$ cat src/vad_pkg.sv
// ----------------------------------------------------------------------------
// vad_pkg
// types and constants shared by the vector angle core
// ----------------------------------------------------------------------------
package vad_pkg;

  localparam int unsigned CordicSteps = 23;
  localparam int unsigned ZW = 26;
  localparam int unsigned XW = 36;

  typedef struct packed {
    logic signed [31:0] vertex_x;
    logic signed [31:0] vertex_y;
    logic signed [31:0] vertex_z;
    logic signed [31:0] first_x;
    logic signed [31:0] first_y;
    logic signed [31:0] first_z;
    logic signed [31:0] second_x;
    logic signed [31:0] second_y;
    logic signed [31:0] second_z;
  } vad_in_t;

  typedef struct packed {
    logic [15:0] angle_deg;
    logic        valid_res;
  } vad_out_t;

  // vectoring state handed from cell to cell
  typedef struct packed {
    logic                 vld;
    logic                 ok;
    logic signed [XW-1:0] x;
    logic signed [XW-1:0] y;
    logic signed [ZW-1:0] z;
  } vad_cell_t;

  function automatic logic [21:0] atan_deg(input int unsigned i);
    logic [21:0] t;
    case (i)
      0: t = 22'd2949120;  1: t = 22'd1740967;  2: t = 22'd919879;
      3: t = 22'd466945;   4: t = 22'd234379;   5: t = 22'd117304;
      6: t = 22'd58666;    7: t = 22'd29335;    8: t = 22'd14668;
      9: t = 22'd7334;     10: t = 22'd3667;    11: t = 22'd1833;
      12: t = 22'd917;     13: t = 22'd458;     14: t = 22'd229;
      15: t = 22'd115;     16: t = 22'd57;      17: t = 22'd29;
      18: t = 22'd14;      19: t = 22'd7;       20: t = 22'd4;
      21: t = 22'd2;       22: t = 22'd1;
      default: t = 22'd0;
    endcase
    return t;
  endfunction

endpackage

$ cat src/vad_cordic_cell.sv
// ----------------------------------------------------------------------------
// vad_cordic_cell
// one registered vectoring step of the atan2 chain
// ----------------------------------------------------------------------------
module vad_cordic_cell #(
  parameter int unsigned Step = 0
) (
  input  logic                clk_i,
  input  logic                rst_ni,
  input  vad_pkg::vad_cell_t  cell_i,
  output vad_pkg::vad_cell_t  cell_o
);
  import vad_pkg::*;

  vad_cell_t cell_d, cell_q;
  logic signed [XW-1:0] xs, ys;
  logic signed [ZW-1:0] a;

  always_comb begin
    xs = cell_i.x >>> Step;
    ys = cell_i.y >>> Step;
    a  = ZW'(signed'({1'b0, atan_deg(Step)}));
    cell_d = cell_i;
    if (cell_i.y > 0) begin
      cell_d.x = cell_i.x + ys;
      cell_d.y = cell_i.y - xs;
      cell_d.z = cell_i.z + a;
    end else begin
      cell_d.x = cell_i.x - ys;
      cell_d.y = cell_i.y + xs;
      cell_d.z = cell_i.z - a;
    end
  end

  // only the valid flag is reset, the payload just holds
  always_ff @(posedge clk_i or negedge rst_ni) begin
    if (!rst_ni) begin
      cell_q.vld <= 1'b0;
    end else begin
      cell_q <= cell_d;
    end
  end

  assign cell_o = cell_q;
endmodule

$ cat config.mk
export PLATFORM = sky130hd
export DESIGN_NAME = vad_cordic_cell
export DESIGN_NICKNAME = d
export VERILOG_FILES = /design/src/vad_pkg.sv /design/src/vad_cordic_cell.sv
export SDC_FILE = /design/constraint.sdc
export NUM_CORES = 1
export LEC_CHECK = 0
export ABC_AREA = 1
export BUFFER_PORTS_ARGS = -buffer_cell sky130_fd_sc_hd__buf_2
export CORE_MARGIN = 2
export CORE_UTILIZATION = 59
export DETAILED_ROUTE_END_ITERATION = 10
export PLACE_DENSITY = 0.92
export SLEW_MARGIN = 30
export SYNTH_ARGS = -nofsm -noshare
export SYNTH_HDL_FRONTEND = slang
export SYNTH_SLANG_ARGS = --single-unit
$ cat constraint.sdc
create_clock -name clk_i -period 0.8 [get_ports clk_i]
set_input_delay 0.04 -clock clk_i [delete_from_list [all_inputs] [get_ports clk_i]]
set_output_delay 0.04 -clock clk_i [all_outputs]
set_load 0.02 [all_outputs]
==> results of run 1 <==
## metrics by stage
| step | instances | setup TNS [ns] | cell area (µm²) | util | hold slack, ns |
|---|---|---|---|---|---|
| 2_1_floorplan | 1783 | -54.70 | 13000 | - | -0.256 |
| 3_3_place_gp | 2511 | -123.56 | 16300 | 0.839 | 0.107 |
| 3_5_place_dp | 2511 | -129.61 | 16300 | 0.839 | 0.115 |
| 4_1_cts | 2577 | -97.61 | 17700 | 0.914 | 0.130 |
## layer usage
layer	GRT usage	overflow
met5	0.386	0
met4	0.668	1
met3	0.536	0
met2	0.872	2
met1	0.697	0
## kinds of logic after synthesis
group	count (synthesis)	share of synthesized area
compound gates	248	0.116
buf+inv	348	0.126
flops	99	0.256
xor+xnor	48	0.0362
simple gates	923	0.338
fa+ha+maj	117	0.129
## what timing repair did
| item | CTS |
|---|---|
| buffers inserted | 21 |
| hold endpoints to repair | 19 |
| pin swaps | 25 |
| gates cloned | 11 |
| gates resized for setup | 134 |
| hold buffers | 19 |
| endpoints found under the setup margin | 179 |
==> results.cfg, run 1 <==
[status]
outcome = did not finish
failing_step = 5_1_grt
error_line = [ERROR GRT-0116] Global routing finished with congestion. Check the congestion regions in the DRC Viewer.

[cts]
cts_sinks = 99
cts-buffers-inserted = 9
cts_root_buf = clkbuf_16
h-tree-depth = 3
cts_buffer_depth = 2

[grt]
gr-usage-all-layers = 0.699
grt-ovfl-total = 3
grt_max_degree = 32
grt_pass1_vias = 19200
grt_first_pass_wirelength_mm = 109

[logic_synthesis]
syn-num-nets = 2002
syn-instance-count = 1783
synth_edf_count = 98
synth_ff_type = edfxtp_1
synth_area_per_cell_um2 = 6.51
synth.area.top_cells = edfxtp_1 25%, nand2_1 18%, ha_1 12%
netlist_top_cells_count = 551 x nand2_1, 292 x inv_1, 164 x nand3_1, 127 x nor2_1, 119 x a21oi_1
yosys.area.top_type = edfxtp_1
syn_area_mm2 = 0.0116
synth-async-reset-ratio = 0.0101
yosys_register_bits = 99
synth_most_common_cell = nand2_1
ys_seq_area_frac = 0.256
synth_cell_types = 41
synth_top_area_frac = 0.254
yosys_warnings = 0

[floorplanning]
dieWidth_um = 144
boundaryPins = 202
start_util = 0.598
die_h_um = 144
row_count = 51

[placed_design]
place_congestion = 1.14
post-place-ws_ns = -1.90
dp_hpwl_mm = 38.3
io_buffers = 201
==> inputs of run 2 (changes only) <==
--- a/config.mk
+++ b/config.mk
@@ -8,9 +8,9 @@
 export ABC_AREA = 1
 export BUFFER_PORTS_ARGS = -buffer_cell sky130_fd_sc_hd__buf_2
 export CORE_MARGIN = 2
-export CORE_UTILIZATION = 59
+export CORE_UTILIZATION = 40
 export DETAILED_ROUTE_END_ITERATION = 10
-export PLACE_DENSITY = 0.92
+export PLACE_DENSITY_LB_ADDON = 0.15
 export SLEW_MARGIN = 30
 export SYNTH_ARGS = -nofsm -noshare
 export SYNTH_HDL_FRONTEND = slang
==> run 2 against run 1 <==
Compared with the run above:
- synthesized cell count stayed put
- the flow now finishes, with violations (setup timing)
- area after synthesis stayed put
==> results.cfg, run 2 <==
[setup_path]
endpoint = cell_o[23]
cp_slowest_stage_delay_ns = 0.30
path_delay_family = simple AND/OR/NAND/NOR gates
worstPathArrival_ns = 2.08
cp.depth = 15
worstSetupPathType = primary input to flip-flop
critPathLaunch = cell_i[52]
cp-end-kind = flip-flop
start_kind = primary input
worstPathCellList = buf_6 > inv_8 > nand4_1 > nor3_2 > nand4_1 > buf_6 > nand2_8 > inv_8 > ha_4 > nand2_2 > nor3_4 > a21oi_2 > nor2_1 > nor2_1 > xnor2_1
crit_buf_inv = 4
critPathRequiredTime_ns = 0.92
cp_max_fo = 6
slowest_stage = ha_4

[min_path]
hp-class = primary input to flip-flop

[logic_synthesis]
synth_cell_types = 41
syn-num-nets = 2002
syn-instance-count = 1783
synth_top_area_frac = 0.254
syn_area_mm2 = 0.0116
synth_edf_count = 98
synth.area.top_cells = edfxtp_1 25%, nand2_1 18%, ha_1 12%
yosys_register_bits = 99
ys_seq_area_frac = 0.256
netlist_top_cells_count = 551 x nand2_1, 292 x inv_1, 164 x nand3_1, 127 x nor2_1, 119 x a21oi_1
synth-async-reset-ratio = 0.0101
yosys.area.top_type = edfxtp_1
synth_most_common_cell = nand2_1
synth_ff_type = edfxtp_1
synth_area_per_cell_um2 = 6.51
yosys_warnings = 0

[cts]
cts_tree = yes
cts_sinks = 99
path_clk_slew_ns = 0.07
cts_root_buf = clkbuf_16
cts_buffer_depth = 2
h-tree-depth = 3
cts-buffers-inserted = 9

[detailed_routing]
vias = 13900
drcViolationCount = 0
drt_first_pass_iters = 5
ant_nets = 0
drt-vias-per-instance = 5.01
wl_per_cell_um = 17.2
routed_wl_mm = 47.7
drt_iter0_markers = 896

[power]
power_mw = 26.0
power.leakage_nw = 9.73
p_per_area_mw_per_mm2 = 1320
vdd_drop_max_mv = 0.919

[cells_and_area]
instances_no_fill = 2771
drive_gt1_frac = 0.492
final_common_cell = nand2_1
fin_nets = 2600
final_cell_mix = 396 x nand2_1, 362 x buf_4, 224 x inv_1, 156 x buf_2, 127 x nand3_1
largest_reg_flops = 99
syn2layout_area_growth_pct = 70.3
finish.instance_area_mm2 = 0.0198

[grt]
gr-usage-all-layers = 0.308
antenna_found_initial = 0
grt_pass1_vias = 13600
grt-ovfl-total = 0
grt_max_degree = 59
grt_first_pass_wirelength_mm = 72.4

[sta]
fin_crit_sh = 2.45
hold_viol = 0
whs_ns = 0.0705
setup-violations-final = 179
setup_ws_ns = -1.16
relSlewSlack = 0.590
fmax_ghz = 0.510
drv_slew = 0
worst_pin_slew_ns = 0.616
rsz0062_at_grt = true
layout_min_cycle_time_ns = 1.96

[floorplanning]
start_util = 0.406
dieArea_mm2 = 0.0304
boundaryPins = 202
coreArea_mm2 = 0.0286
row_count = 62
die_h_um = 174
dieWidth_um = 174

[placed_design]
place_congestion = 0.961
placedCellCount = 2676
dp_hpwl_mm = 39.2
post-place-ws_ns = -1.83
post_dp_cell_area_mm2 = 0.0168
io_buffers = 201

[flow_run]
cap_violations = 0

[status]
outcome = finished, violations left
violations = setup timing
-- run 2: cell counts after synthesis --
Identical to the previous run, type by type.
-- run 2: power by group --
group          internal (mW)  total [mW]  switching (mW)
clock network           2.16        4.27            2.10
registers               6.61        6.84           0.229
logic                   6.45        14.9            8.50
total                   15.2        26.0            10.8
-- run 2: metal layers --
layer	global-route usage	wire, µm
met2	0.489	21200
met5	0	0
met4	0.0970	1350
met3	0.0383	3380
met1	0.434	21800
-- run 2: how the worst min path moves through the flow --
| stage | start | end | slack (ns) | cells past startpoint |
|---|---|---|---|---|
| after floorplan | rst_ni | cell_o[99] | -0.26 | 0 |
| after global placement | rst_ni | cell_o[99] | 0.15 | 2 |
| after detailed placement | cell_i[99] | cell_o[99] | 0.15 | 1 |
| after CTS | rst_ni | cell_o[67] | 0.06 | 1 |
| after global routing | rst_ni | cell_o[31] | 0.06 | 1 |
| final | rst_ni | cell_o[67] | 0.07 | 1 |
-- run 2: repair_timing --
| action | in CTS | in global routing |
|---|---|---|
| hold buffers | 19 | 0 |
| resized for setup | 311 | 228 |
| pin swaps | 87 | 82 |
| setup endpoints to repair | 179 | 179 |
| endpoints found under the hold margin | 19 | 0 |
| setup buffers | 38 | 22 |
-- run 2: stage by stage --
step	util	TNS, ns
after floorplan	-	-54.70
after global placement	0.587	-112.21
after detailed placement	0.587	-112.65
after CTS	0.654	-80.36
after global routing	0.691	-91.60
final	0.691	-79.58
-- run 2: cells by family after synthesis --
kind of cell,Yosys count,synth area share
buffers and inverters,348,0.126
flip-flops,99,0.256
XOR/XNOR,48,0.0362
adder cells (fa/ha/maj),117,0.129
AO/OA/AOI/OAI,248,0.116
AND/OR/NAND/NOR,923,0.338
-- run 2: cell type report --
cell class	count	area, µm²
diodes	1	2.50
clock buffers	9	225
clock inverters	7	57.6
fillers	2369	8850
inverters	302	1280
multi-input cells	1336	9760
flip-flops and latches	99	2970
well taps	384	480
repair buffers	633	5000
Note: power is estimated with default switching activity, not from simulation.
==> inputs of run 3 (changes only) <==
==> constraint.sdc (replaced) <==
create_clock -name clk_i -period 2.35 [get_ports clk_i]
set_input_delay 0.1175 -clock clk_i [delete_from_list [all_inputs] [get_ports clk_i]]
set_output_delay 0.1175 -clock clk_i [all_outputs]
set_load 0.02 [all_outputs]
==> run 3 against run 2 <==
Compared with the run above:
- the run still ends with setup timing left
- critical path depth unchanged
- via count is 4.8% lower
- clock power shrank 66%
- final cell count fell by 3.9%
- wire length is 6.1% lower
- sequential cell count did not move
- global-route usage is 1.5 points lower
- power down 71%
- count of clock-buffer cells in the layout rose by 1
- worst setup slack better by 1.1 ns
- critical path type unchanged
==> results.cfg, run 3 (same netlist as run 2, synthesis figures left out) <==
[status]
outcome = finished, violations left
violations = setup timing

[cts]
cts_sinks = 99
cts_buffer_depth = 2
h-tree-depth = 3
path_clk_slew_ns = 0.08
cts_root_buf = clkbuf_16
cts-buffers-inserted = 9
cts_tree = yes

[power]
power.leakage_nw = 8.47
p_per_area_mw_per_mm2 = 483
power_mw = 7.64
vdd_drop_max_mv = 0.326

[setup_path]
worstPathArrival_ns = 2.49
worstSetupPathType = primary input to flip-flop
critPathRequiredTime_ns = 2.46
start_kind = primary input
cp-end-kind = flip-flop
cp_max_fo = 5

[sta]
fin_crit_sh = 1.01
layout_min_cycle_time_ns = 2.38
timing.setup.tns_ns = -0.0812
hold_viol = 0
setup-violations-final = 6
worst_pin_slew_ns = 0.575
relSlewSlack = 0.617
fmax_ghz = 0.420
drv_slew = 0
whs_ns = 0.172
setup_ws_ns = -0.0292
rsz0062_at_grt = true

[detailed_routing]
wl_per_cell_um = 16.8
drt-vias-per-instance = 4.96
vias = 13200
drt_iter0_markers = 1094
ant_nets = 0
routed_wl_mm = 44.8
drt_first_pass_iters = 6
drcViolationCount = 0

[grt]
grt-ovfl-total = 0
grt_pass1_vias = 12500
grt_max_degree = 75
antenna_found_initial = 1
grt_first_pass_wirelength_mm = 67.9
gr-usage-all-layers = 0.293

[floorplanning]
row_count = 62
coreArea_mm2 = 0.0286
start_util = 0.406
dieWidth_um = 174
die_h_um = 174
dieArea_mm2 = 0.0304
boundaryPins = 202

[cells_and_area]
n_antenna_cell = 0
final_cell_mix = 547 x nand2_1, 296 x buf_4, 286 x inv_1, 197 x buf_2, 163 x nand3_1
instances_no_fill = 2662
final_util = 0.553
fin_nets = 2492
syn2layout_area_growth_pct = 36.3
largest_reg_flops = 99
drive_gt1_frac = 0.270
final_common_cell = nand2_1

[placed_design]
dp_hpwl_mm = 38.5
place_congestion = 0.947
placedCellCount = 2617
io_buffers = 201

[flow_run]
cap_violations = 0

[min_path]
hp-class = primary input to flip-flop
[run 3: cell type report]
| cell class | instances | area [µm²] |
|---|---|---|
| clock buffer | 10 | 229 |
| fill | 2904 | 12800 |
| multi-input combinational | 1336 | 7370 |
| timing repair buffer | 525 | 3590 |
| sequential | 99 | 2970 |
| clock inverter | 6 | 47.5 |
| tap | 384 | 480 |
| inverter | 302 | 1140 |
[run 3: path summary, 6_finish.rpt]
check                      startpoint    endpoint  slack [ns]  depth (start not counted)
setup / recovery           cell_i[52]  cell_o[25]       -0.03                         15
hold / removal             cell_i[62]  cell_o[26]        0.17                          3
max in group asynchronous      rst_ni  cell_o[99]        1.94                          2
min in group asynchronous      rst_ni  cell_o[99]        0.19                          2
[run 3: critical path, cell delays in order]
cell      delay [ns]
buf_6           0.09
inv_2           0.05
nand4_1         0.29
nor3_2          0.25
nand4_1         0.36
nand2_2         0.30
inv_4           0.10
buf_6           0.13
ha_4            0.26
nand2_2         0.05
nor2_1          0.11
nand3_1         0.09
nand4_1         0.11
nand3b_1        0.12
nand2_1         0.05
[run 3: metrics by stage]
step	cell area (µm²)	setup slack (ns)
floorplan	11600	0.0644
global placement	15100	-0.597
detailed placement	15100	-0.674
CTS	15800	-0.0508
global route	15800	-0.0871
finish	15800	-0.0292
[run 3: routing by layer]
layer / up-vias / global-route usage / part of all wire
met1: 5970 / 0.436 / 0.48
met4: 0 / 0.0882 / 0.028
met5: - / 0 / 0
met2: 530 / 0.438 / 0.41
met3: 67 / 0.0372 / 0.078
li1: 6645 / - / -
[run 3: report_power, final]
group,internal (mW),switching [mW]
combinational,1.52,2.32
sequential,2.25,0.0814
clock,0.736,0.734
[run 3: repair_timing]
item                                    in CTS  in global routing
endpoints found under the setup margin      12                 14
hold buffers                                19                  0
setup buffers                                7                  3
resized for setup                           41                  5
pin swaps                                   20                  8
hold endpoints to repair                    19                  0
